$ cat src/sv/esp_pkg.sv
// Shared types and constants of the encoder period speed estimator.
// Holds field widths, register indexes, status codes and the
// controller/datapath interface structs. No dependencies.
package esp_pkg;

  localparam int NUM_CHANNELS = 2;
  localparam int CH_W         = 1;
  localparam int STAMP_W      = 32;
  localparam int CLK_W        = 26;
  localparam int PPR_W        = 12;
  localparam int LIM_W        = 4;
  localparam int SPEED_W      = 20;
  localparam int STAT_W       = 2;
  localparam int CFG_IDX_W    = 2;
  localparam int CFG_DATA_W   = CLK_W;
  localparam int DEN_W        = STAMP_W + PPR_W;
  localparam int LIMP_W       = DEN_W + LIM_W;
  localparam int FRAC_W       = 16;
  localparam int NUM_W        = CLK_W + FRAC_W;
  localparam int DIV_STEPS    = SPEED_W;
  localparam int CNT_W        = $clog2(DIV_STEPS);

  localparam logic [CFG_IDX_W-1:0] CFG_CLOCK_HZ = 2'd0;
  localparam logic [CFG_IDX_W-1:0] CFG_PPR      = 2'd1;
  localparam logic [CFG_IDX_W-1:0] CFG_LIMIT    = 2'd2;

  localparam logic [CLK_W-1:0] CLOCK_HZ_RST = CLK_W'(16000000);
  localparam logic [PPR_W-1:0] PPR_RST      = PPR_W'(245);
  localparam logic [LIM_W-1:0] LIMIT_RST    = LIM_W'(10);

  localparam logic [STAT_W-1:0] ST_UPDATED = 2'd0;
  localparam logic [STAT_W-1:0] ST_IGNORED = 2'd1;
  localparam logic [STAT_W-1:0] ST_DISCARD = 2'd2;

  typedef struct packed {
    logic load;
    logic mul;
    logic chk;
    logic div_step;
    logic finish;
  } esp_cmd_t;

  typedef struct packed {
    logic skip_div;
    logic out_free;
  } esp_sts_t;

endpackage

$ cat src/sv/esp_ctrl.sv
// Controller state machine of the speed estimator.
// Sequences capture, multiply, limit check, the divider and the result write.
// Depends on esp_pkg.
module esp_ctrl (
  input  logic              clk_i,
  input  logic              rst_ni,
  input  logic              in_valid_i,
  output logic              in_stall_o,
  input  esp_pkg::esp_sts_t sts_i,
  output esp_pkg::esp_cmd_t cmd_o
);
  import esp_pkg::*;

  localparam logic [2:0] S_IDLE = 3'd0;
  localparam logic [2:0] S_MUL  = 3'd1;
  localparam logic [2:0] S_CHK  = 3'd2;
  localparam logic [2:0] S_DIV  = 3'd3;
  localparam logic [2:0] S_DONE = 3'd4;

  logic [2:0]       state_q, state_d;
  logic [CNT_W-1:0] cnt_q, cnt_d;

  always_comb begin
    state_d = state_q;
    cnt_d   = cnt_q;
    cmd_o   = '0;
    case (state_q)
      S_IDLE: begin
        if (in_valid_i) begin
          cmd_o.load = 1'b1;
          state_d    = S_MUL;
        end
      end
      S_MUL: begin
        cmd_o.mul = 1'b1;
        state_d   = S_CHK;
      end
      S_CHK: begin
        cmd_o.chk = 1'b1;
        cnt_d     = '0;
        state_d   = sts_i.skip_div ? S_DONE : S_DIV;
      end
      S_DIV: begin
        cmd_o.div_step = 1'b1;
        cnt_d          = cnt_q + 1'b1;
        if (cnt_q == CNT_W'(DIV_STEPS - 1)) begin
          state_d = S_DONE;
        end
      end
      S_DONE: begin
        if (sts_i.out_free) begin
          cmd_o.finish = 1'b1;
          state_d      = S_IDLE;
        end
      end
      default: begin
        state_d = S_IDLE;
      end
    endcase
  end

  assign in_stall_o = (state_q != S_IDLE);

  always_ff @(posedge clk_i or negedge rst_ni) begin
    if (!rst_ni) begin
      state_q <= S_IDLE;
      cnt_q   <= '0;
    end else begin
      state_q <= state_d;
      cnt_q   <= cnt_d;
    end
  end

  a_cnt_range: assert property (@(posedge clk_i) disable iff (!rst_ni)
    state_q == S_DIV |-> cnt_q < CNT_W'(DIV_STEPS))
    else $error("divider step count out of range");

  a_load_to_mul: assert property (@(posedge clk_i) disable iff (!rst_ni)
    cmd_o.load |=> state_q == S_MUL)
    else $error("captured transaction did not enter the multiply step");

  a_done_hold: assert property (@(posedge clk_i) disable iff (!rst_ni)
    state_q == S_DONE && !sts_i.out_free |=> state_q == S_DONE)
    else $error("result dropped while the output register was busy");

endmodule

$ cat src/sv/esp_datapath.sv
// Datapath of the speed estimator: per-channel stamp and speed state,
// interval multiply, limit check, bit-serial divider, filter and output register.
// Depends on esp_pkg.
module esp_datapath (
  input  logic                          clk_i,
  input  logic                          rst_ni,
  input  esp_pkg::esp_cmd_t             cmd_i,
  output esp_pkg::esp_sts_t             sts_o,
  input  logic [esp_pkg::CH_W-1:0]      channel_i,
  input  logic [esp_pkg::STAMP_W-1:0]   edge_stamp_i,
  input  logic [esp_pkg::CLK_W-1:0]     clock_hz_i,
  input  logic [esp_pkg::PPR_W-1:0]     ppr_i,
  input  logic [esp_pkg::LIM_W-1:0]     limit_i,
  output logic                          out_valid_o,
  input  logic                          out_stall_i,
  output logic [esp_pkg::CH_W-1:0]      out_channel_o,
  output logic [esp_pkg::SPEED_W-1:0]   speed_q4_16_o,
  output logic [esp_pkg::STAT_W-1:0]    status_o
);
  import esp_pkg::*;

  logic [STAMP_W-1:0] stamp_q [NUM_CHANNELS];
  logic [SPEED_W-1:0] filt_q  [NUM_CHANNELS];

  logic [CH_W-1:0]    ch_q;
  logic               ch_ok_q;
  logic [STAMP_W-1:0] interval_q;
  logic [DEN_W-1:0]   den_q;
  logic [STAT_W-1:0]  stat_q;
  logic [DEN_W-1:0]   rem_q;
  logic [SPEED_W-1:0] nq_q;

  logic               out_valid_q;
  logic [CH_W-1:0]    out_ch_q;
  logic [SPEED_W-1:0] out_speed_q;
  logic [STAT_W-1:0]  out_stat_q;

  logic               in_ch_ok;
  logic [LIMP_W-1:0]  lim_prod;
  logic               discard;
  logic [STAT_W-1:0]  chk_stat;
  logic [DEN_W:0]     trial;
  logic [DEN_W:0]     diff;
  logic               ge;
  logic [SPEED_W-1:0] old_speed;
  logic [SPEED_W:0]   sum;
  logic [SPEED_W-1:0] new_speed;

  assign in_ch_ok = (int'(channel_i) < NUM_CHANNELS);

  assign lim_prod = LIMP_W'(limit_i) * LIMP_W'(den_q);
  assign discard  = (den_q == '0) || (LIMP_W'(clock_hz_i) >= lim_prod);

  always_comb begin
    if (!ch_ok_q || interval_q == '0) begin
      chk_stat = ST_IGNORED;
    end else if (discard) begin
      chk_stat = ST_DISCARD;
    end else begin
      chk_stat = ST_UPDATED;
    end
  end

  assign trial = {rem_q, nq_q[SPEED_W-1]};
  assign diff  = trial - {1'b0, den_q};
  assign ge    = (trial >= {1'b0, den_q});

  assign old_speed = ch_ok_q ? filt_q[ch_q] : '0;
  assign sum       = {1'b0, old_speed} + {1'b0, nq_q};
  assign new_speed = sum[SPEED_W:1];

  assign sts_o.skip_div = (chk_stat != ST_UPDATED);
  assign sts_o.out_free = !out_valid_q || !out_stall_i;

  always_ff @(posedge clk_i or negedge rst_ni) begin
    if (!rst_ni) begin
      for (int i = 0; i < NUM_CHANNELS; i++) begin
        stamp_q[i] <= '0;
        filt_q[i]  <= '0;
      end
    end else begin
      if (cmd_i.load && in_ch_ok) begin
        stamp_q[channel_i] <= edge_stamp_i;
      end
      if (cmd_i.finish && stat_q == ST_UPDATED) begin
        filt_q[ch_q] <= new_speed;
      end
    end
  end

  always_ff @(posedge clk_i) begin
    if (cmd_i.load) begin
      ch_q       <= channel_i;
      ch_ok_q    <= in_ch_ok;
      interval_q <= in_ch_ok ? (edge_stamp_i - stamp_q[channel_i]) : '0;
    end
    if (cmd_i.mul) begin
      den_q <= DEN_W'(interval_q) * DEN_W'(ppr_i);
    end
    if (cmd_i.chk) begin
      stat_q <= chk_stat;
      rem_q  <= DEN_W'(clock_hz_i[CLK_W-1:SPEED_W-FRAC_W]);
      nq_q   <= {clock_hz_i[SPEED_W-FRAC_W-1:0], FRAC_W'(0)};
    end
    if (cmd_i.div_step) begin
      rem_q <= ge ? diff[DEN_W-1:0] : trial[DEN_W-1:0];
      nq_q  <= {nq_q[SPEED_W-2:0], ge};
    end
    if (cmd_i.finish) begin
      out_ch_q    <= ch_q;
      out_stat_q  <= stat_q;
      out_speed_q <= (stat_q == ST_UPDATED) ? new_speed : old_speed;
    end
  end

  always_ff @(posedge clk_i or negedge rst_ni) begin
    if (!rst_ni) begin
      out_valid_q <= 1'b0;
    end else if (cmd_i.finish) begin
      out_valid_q <= 1'b1;
    end else if (!out_stall_i) begin
      out_valid_q <= 1'b0;
    end
  end

  assign out_valid_o   = out_valid_q;
  assign out_channel_o = out_ch_q;
  assign speed_q4_16_o = out_speed_q;
  assign status_o      = out_stat_q;

  a_finish_free: assert property (@(posedge clk_i) disable iff (!rst_ni)
    cmd_i.finish |-> (!out_valid_q || !out_stall_i))
    else $error("output register overwritten while a result was stalled");

  a_rem_bound: assert property (@(posedge clk_i) disable iff (!rst_ni)
    cmd_i.finish && stat_q == ST_UPDATED |-> rem_q < den_q)
    else $error("divider remainder not below the divisor");

  a_out_hold: assert property (@(posedge clk_i) disable iff (!rst_ni)
    out_valid_q && out_stall_i |=> out_valid_q)
    else $error("stalled result transaction withdrawn");

endmodule

$ cat src/sv/encoder_period_speed_estimator.sv
// Encoder period speed estimator, top level: configuration registers,
// controller and datapath. Depends on esp_pkg, esp_ctrl and esp_datapath.
// Each accepted transaction passes multiply and limit check; a valid interval within
// the limit then runs 20 restoring divider steps before the result write, any other
// skips the divider. No new transaction is accepted until the result is written, and
// the write waits while a stalled result holds the output register. Reset is asynchronous
// active low; it clears per-channel state and loads the default configuration.
module encoder_period_speed_estimator (
  input  logic                            clk_i,
  input  logic                            rst_ni,
  input  logic                            cfg_we_i,
  input  logic [esp_pkg::CFG_IDX_W-1:0]   cfg_index_i,
  input  logic [esp_pkg::CFG_DATA_W-1:0]  cfg_data_i,
  input  logic                            in_valid_i,
  output logic                            in_stall_o,
  input  logic [esp_pkg::CH_W-1:0]        channel_i,
  input  logic [esp_pkg::STAMP_W-1:0]     edge_stamp_i,
  output logic                            out_valid_o,
  input  logic                            out_stall_i,
  output logic [esp_pkg::CH_W-1:0]        out_channel_o,
  output logic [esp_pkg::SPEED_W-1:0]     speed_q4_16_o,
  output logic [esp_pkg::STAT_W-1:0]      status_o
);
  import esp_pkg::*;

  logic [CLK_W-1:0] clock_hz_q;
  logic [PPR_W-1:0] ppr_q;
  logic [LIM_W-1:0] limit_q;
  esp_cmd_t         cmd;
  esp_sts_t         sts;

  always_ff @(posedge clk_i or negedge rst_ni) begin
    if (!rst_ni) begin
      clock_hz_q <= CLOCK_HZ_RST;
      ppr_q      <= PPR_RST;
      limit_q    <= LIMIT_RST;
    end else if (cfg_we_i) begin
      case (cfg_index_i)
        CFG_CLOCK_HZ: clock_hz_q <= cfg_data_i[CLK_W-1:0];
        CFG_PPR:      ppr_q      <= cfg_data_i[PPR_W-1:0];
        CFG_LIMIT:    limit_q    <= cfg_data_i[LIM_W-1:0];
        default: begin
        end
      endcase
    end
  end

  esp_ctrl u_ctrl (
    .clk_i      (clk_i),
    .rst_ni     (rst_ni),
    .in_valid_i (in_valid_i),
    .in_stall_o (in_stall_o),
    .sts_i      (sts),
    .cmd_o      (cmd)
  );

  esp_datapath u_datapath (
    .clk_i         (clk_i),
    .rst_ni        (rst_ni),
    .cmd_i         (cmd),
    .sts_o         (sts),
    .channel_i     (channel_i),
    .edge_stamp_i  (edge_stamp_i),
    .clock_hz_i    (clock_hz_q),
    .ppr_i         (ppr_q),
    .limit_i       (limit_q),
    .out_valid_o   (out_valid_o),
    .out_stall_i   (out_stall_i),
    .out_channel_o (out_channel_o),
    .speed_q4_16_o (speed_q4_16_o),
    .status_o      (status_o)
  );

endmodule
$ cat config.mk
export PLATFORM = sky130hd
export DESIGN_NAME = encoder_period_speed_estimator
export DESIGN_NICKNAME = d
export VERILOG_FILES = /design/src/sv/esp_pkg.sv /design/src/sv/esp_ctrl.sv /design/src/sv/esp_datapath.sv /design/src/sv/encoder_period_speed_estimator.sv
export SDC_FILE = /design/constraint.sdc
export NUM_CORES = 2
export LEC_CHECK = 0
export ABC_AREA = 1
export BUFFER_PORTS_ARGS = -buffer_cell sky130_fd_sc_hd__clkbuf_2
export CORE_ASPECT_RATIO = 1.1
export CORE_UTILIZATION = 30
export CTS_CLUSTER_DIAMETER = 100
export CTS_CLUSTER_SIZE = 25
export DETAILED_ROUTE_END_ITERATION = 8
export GPL_ROUTABILITY_DRIVEN = 0
export PLACE_DENSITY = 0.54
export SLEW_MARGIN = 20
export SYNTH_ARGS = -nofsm -noshare
export SYNTH_HDL_FRONTEND = slang
export SYNTH_SLANG_ARGS = --single-unit
export TNS_END_PERCENT = 50
$ cat constraint.sdc
create_clock -name clk_i -period 7.48 [get_ports clk_i]
set_input_delay 1.496 -clock clk_i [delete_from_list [all_inputs] [get_ports clk_i]]
set_output_delay 1.496 -clock clk_i [all_outputs]
set_load 0.02 [all_outputs]
* After elaboration in Yosys (flattened, before gate mapping)
Index checks and enable logic that the tools add are counted.
** Cells by class
- Magnitude comparators :: 6
- Mux-type cells :: 35
- Add/subtract/negate cells :: 4
- Reduce and logical (&&, ||, !) cells :: 20
- Multiply operators :: 2
- Equality and inequality tests :: 11
- Bitwise logic cells :: 2
** Operators by type and width (count)
- $mux 20 :: 7
- $mux 44 :: 3
- $mux 32 :: 4
- $bwmux 64 :: 1
- $ge 26x48->1 :: 1
- $mul 4x44->48 :: 1
- $ge 45x44->1 :: 1
- $logic_not 44->1 :: 1
- $mul 32x12->44 :: 1
- $sub 44x44->44 :: 1
- $bwmux 40 :: 1
- $demux 32 s1 :: 1
- $logic_not 32->1 :: 1
- $sub 32x32->32 :: 1
- $add 20x20->21 :: 1
- $demux 20 s1 :: 1
- $pmux 3 s5 :: 1
- $mux 3 :: 4
- $pmux 5 s2 :: 1
- $mux 1 :: 9
- $eq 3x2->1 const B :: 2
- $reduce_and 2->1 :: 3
- $reduce_bool 2->1 :: 3
- $add 5x1->5 const B :: 1
- 18 further kinds :: 29
** Word-level totals
- Output and inout port bits :: 25
- Bits in registers :: 321
- Bits of input ports :: 66

* Longest topological paths before layout
- Depth after elaboration :: 8
- Depth in mapped cells :: 33
- Depth with buffers taken out :: 31

* Hierarchy
Synthesis repeated with hierarchy kept, for this count alone.
** Second synthesis, totals
- Cells, all modules :: 5183
- Area, all modules :: 38309.2 sq um
** Modules (own cells, without submodules)
- esp_datapath :: area each 36085.9 sq um, cells an instance 4936, instances 1
- encoder_period_speed_estimator :: area each 1760.4 sq um, cells an instance 188, instances 1
- esp_ctrl :: area each 462.9 sq um, cells an instance 59, instances 1

* Worst setup path after synthesis
Ideal clock, no wire load.
- Path type :: register to register
- From :: register ppr_q[5]
- To :: register u_datapath.den_q[41], data pin
- Cell stages (with the launch flop) :: 26
- Slack :: 1.877 ns
- Data arrival time :: 5.337 ns
- Setup time :: 0.266 ns
- Period minus slack after synthesis :: 5.603 ns
- Data required time :: 7.214 ns
- Path through :: dfstp_2 > clkbuf_1 > clkbuf_1 > nand2_1 > fa_1 > inv_1 > fa_1 > inv_1 > fa_1 > inv_1 > fa_1 > fa_1 > ha_1 > a21oi_1 > nor2_1 > o21ai_0 > nand2_1 > nand2_1 > nand2_1 > a21oi_1 > inv_1 > a21oi_1 > inv_1 > nand3_1 > o2111ai_1 > xor2_1
** On the way
- Cells in the longest elaborated chain, start to end :: 1
** RTL lines
- from (decl) :: RTL line encoder_period_speed_estimator.sv:27 : logic [PPR_W-1:0] ppr_q;
- from (signal assigned) :: RTL line encoder_period_speed_estimator.sv:40 : CFG_PPR: ppr_q <= cfg_data_i[PPR_W-1:0];
- $mul 32x12->44 :: RTL line esp_datapath.sv:98 : den_q <= DEN_W'(interval_q) * DEN_W'(ppr_i);
- to (signal assigned) :: RTL line esp_datapath.sv:98
- to (decl) :: RTL line esp_datapath.sv:28 : logic [DEN_W-1:0] den_q;
Every way passes these cells.
A chain may end at the register's enable or synchronous reset.

* Worst setup path after layout
- From :: register ppr_q[4]
- To :: register u_datapath.den_q[41], data pin
The elaborated chain is that of the path after synthesis.

==> impl_metrics.toml <==
[run_status]
status = "completed"

[yosys]
synthMuxAreaShare = 0.0131
synth_top_family_by_area = "adder cells"
synth_nets = 5717
yosysWarnings = 0
synth_edf_count = 166
synth_top_flop_cell = "edfxtp_1"
synth_compound_area_frac = 0.100
ys_ff_latch = 321
synth_cell_types = 61
synthCells = 5009
synth_simple_gate_area_frac = 0.201
synth-xor-area-share = 0.0315
ys_seq_area_frac = 0.235
synth_area_mm2 = 0.0378
synth_fa_ha_area_frac = 0.290
syn_area_per_cell_um2 = 7.54
async_flop_share = 0.483

[floorplan]
dieWidth_um = 340
core_area_mm2 = 0.125
dieHeight_um = 374
dieArea_mm2 = 0.127
ios = 91
fp-row-count = 136
start_util = 0.302

[place]
io_buffers = 90
dp_hpwl_um = 87900

[critical_path]
path_class = "flop to flop"
rr_worst_depth = 23
end_kind = "flop"
crit_required_ns = 7.81
cp_data_arrival_time_ns = 6.63
start_kind = "flop"
crit_fanout = 33

[global_route]
overflow = 0
grt_max_degree = 68
grt_pass1_vias = 31800
grt_pass1_wl_um = 175000
antenna_found_initial = 2
grt_use_total = 0.171

[layout]
layout_common_cells = "1453 x nand2_1, 1125 x inv_1, 387 x fa_1, 255 x ha_1, 254 x o21ai_0"
drive_above_1_share = 0.0531
final_common_cell = "nand2_1"
area_growth_pct = 7.89
n_fill_cell = 13400
final_nets = 5705

[clock_tree]
cts_hold_buf = 0
clkSlewWorstSetupHoldPaths_ns = 0.10
cts_buffers = 22
postCtsSetupBuffers = 0
cts_resized = 0
clkSinkCount = 321
htreeDepth = 1
clock-root-buffer = "clkbuf_16"
clock_latency_ns = 0.61
tritoncts = "done"
clk_path_buf_depth = 3

[timing]
rsz0062_at_grt = "no"
hold_viol_final = 0
relSlewSlack = 0.310
finalSetupViolCount = 0
max_freq_mhz = 159
layout_min_cycle_time_ns = 6.30
fin_crit_sh = 0.842
worst_slew_pin_slew_ns = 1.03
final.setup_skew_ns = 0.0299
tns_ns = 0
slew_viol_final = 0

[route]
avgRoutedWirePerCell_um = 16.3
drt_iter0_markers = 2097
drc = 0
wirelength_um = 109000
viasPerCell = 4.70
postRouteAntennaNets = 0
first_pass_iters = 6
vias = 31300

[hold_path]
hold_path_depth = 2
hold_path_class = "flop to flop"

[flow_run]
drv_cap = 0
-- critical path, cell delays in order (launching register included) --
cell and delay [ns]:
dfstp_2 1.10, nand2_1 0.16, fa_1 0.52, fa_1 0.52, inv_1 0.05, fa_1 0.47
inv_1 0.06, fa_1 0.54, inv_1 0.06, fa_1 0.49, ha_1 0.37, a21oi_1 0.16
inv_1 0.08, o21ai_0 0.18, nand2_1 0.07, nand2_1 0.06, nand2_1 0.04, a21oi_1 0.36
inv_1 0.08, a21oi_1 0.23, inv_1 0.09, nand3_1 0.07, o2111ai_1 0.12, xor2_1 0.16
-- through the flow --
step | utilization | instances | hold WS (ns) | instance area (um2) | setup slack [ns]
floorplan | - | 5009 | 0.444 | 37800 | 1.88
global placement | 0.320 | 6629 | 0.460 | 39900 | 1.14
detailed placement | 0.320 | 6629 | 0.465 | 39900 | 1.16
CTS | 0.326 | 6669 | 0.491 | 40700 | 1.12
global route | 0.326 | 6669 | 0.503 | 40700 | 0.719
finish | 0.326 | 6670 | 0.484 | 40700 | 1.18
-- Yosys cell counts (4+ instances only) --
library cell / n / share of area
dfrtp_1: 140 / 0.093
o21bai_1: 18 / 0.0036
nand3b_1: 6 / 0.0012
buf_1: 14 / 0.0014
mux2_2: 44 / 0.013
a221oi_1: 5 / 0.0012
o21ai_1: 29 / 0.0038
a21boi_0: 4 / 0.00080
o21ai_2: 10 / 0.0023
and3_1: 6 / 0.00099
o211ai_1: 20 / 0.0040
buf_6: 5 / 0.0015
ha_1: 255 / 0.084
a21o_1: 17 / 0.0034
buf_2: 8 / 0.0011
clkbuf_1: 127 / 0.013
xor2_1: 68 / 0.016
nor3_1: 24 / 0.0032
dfstp_2: 15 / 0.010
nand2_1: 1453 / 0.14
nor2_1: 245 / 0.024
edfxtp_1: 166 / 0.13
xnor2_1: 68 / 0.016
inv_1: 1125 / 0.11
o21ai_0: 254 / 0.034
a31o_2: 5 / 0.0012
a21oi_2: 5 / 0.0012
fa_1: 387 / 0.21
nand3_1: 99 / 0.013
nor4_1: 25 / 0.0041
or2_2: 5 / 0.00083
a21oi_1: 238 / 0.032
a31oi_1: 29 / 0.0048
o21a_1: 11 / 0.0022
nand4_1: 37 / 0.0061
-- registers in the layout (all words and copies together) (netlist names), 3 cells and up --
name                      flops
u_datapath.stamp_q           64
limit_q                       4
u_datapath.rem_q             44
u_datapath.speed_q4_16_o     20
u_datapath.filt_q            40
u_datapath.interval_q        32
u_datapath.nq_q              20
ppr_q                        12
u_ctrl.cnt_q                  5
u_datapath.den_q             44
clock_hz_q                   26
u_ctrl.state_q                3
-- routing by layer --
layer  wire length (um)  vias to the layer above  part of all wire  track usage
li1                   -                    15300                 -            -
met1              50400                    15100              0.46        0.238
met2              49800                      748              0.46        0.283
met3               5700                      113             0.052       0.0179
met4               3000                        0             0.028       0.0443
met5                  0                        -                 0            0
-- final timing paths --
path | slack (ns) | start | to
setup reg to reg | 1.18 | ppr_q[4]$_DFFE_PN1P_ | u_datapath.den_q[41]$_DFFE_PP_
hold / removal | 0.48 | u_datapath.filt_q[21]$_DFFE_PN0P_ | u_datapath.filt_q[21]$_DFFE_PN0P_
hold reg to reg | 0.48 | u_datapath.filt_q[21]$_DFFE_PN0P_ | u_datapath.filt_q[21]$_DFFE_PN0P_
setup / recovery | 1.18 | ppr_q[4]$_DFFE_PN1P_ | u_datapath.den_q[41]$_DFFE_PP_
max in group asynchronous | 5.35 | rst_ni | clock_hz_q[25]$_DFFE_PN0P_
min in group asynchronous | 0.86 | rst_ni | u_datapath.stamp_q[2]$_DFFE_PN0P_
-- area by class of cell --
class,instances,area [um2],share of cell area
diodes,1,2.50,0.0000614
well taps,1656,2070,0.0509
clock buffers,24,558,0.0137
flip-flops and latches,321,8880,0.218
inverters,1130,4240,0.104
multi-input cells,3404,24100,0.591
clock inverters,16,244,0.00599
repair buffers,118,667,0.0164
-- cell families after synthesis --
kind of cell | after synthesis
compound gates | 670
xor+xnor | 136
fa+ha+maj | 642
buf+inv | 1284
flops | 321
mux | 44
simple gates | 1912
Power is left out: the tool's default activity adds up to more than one toggle a clock period on the data nets, which glitch-free logic cannot reach.
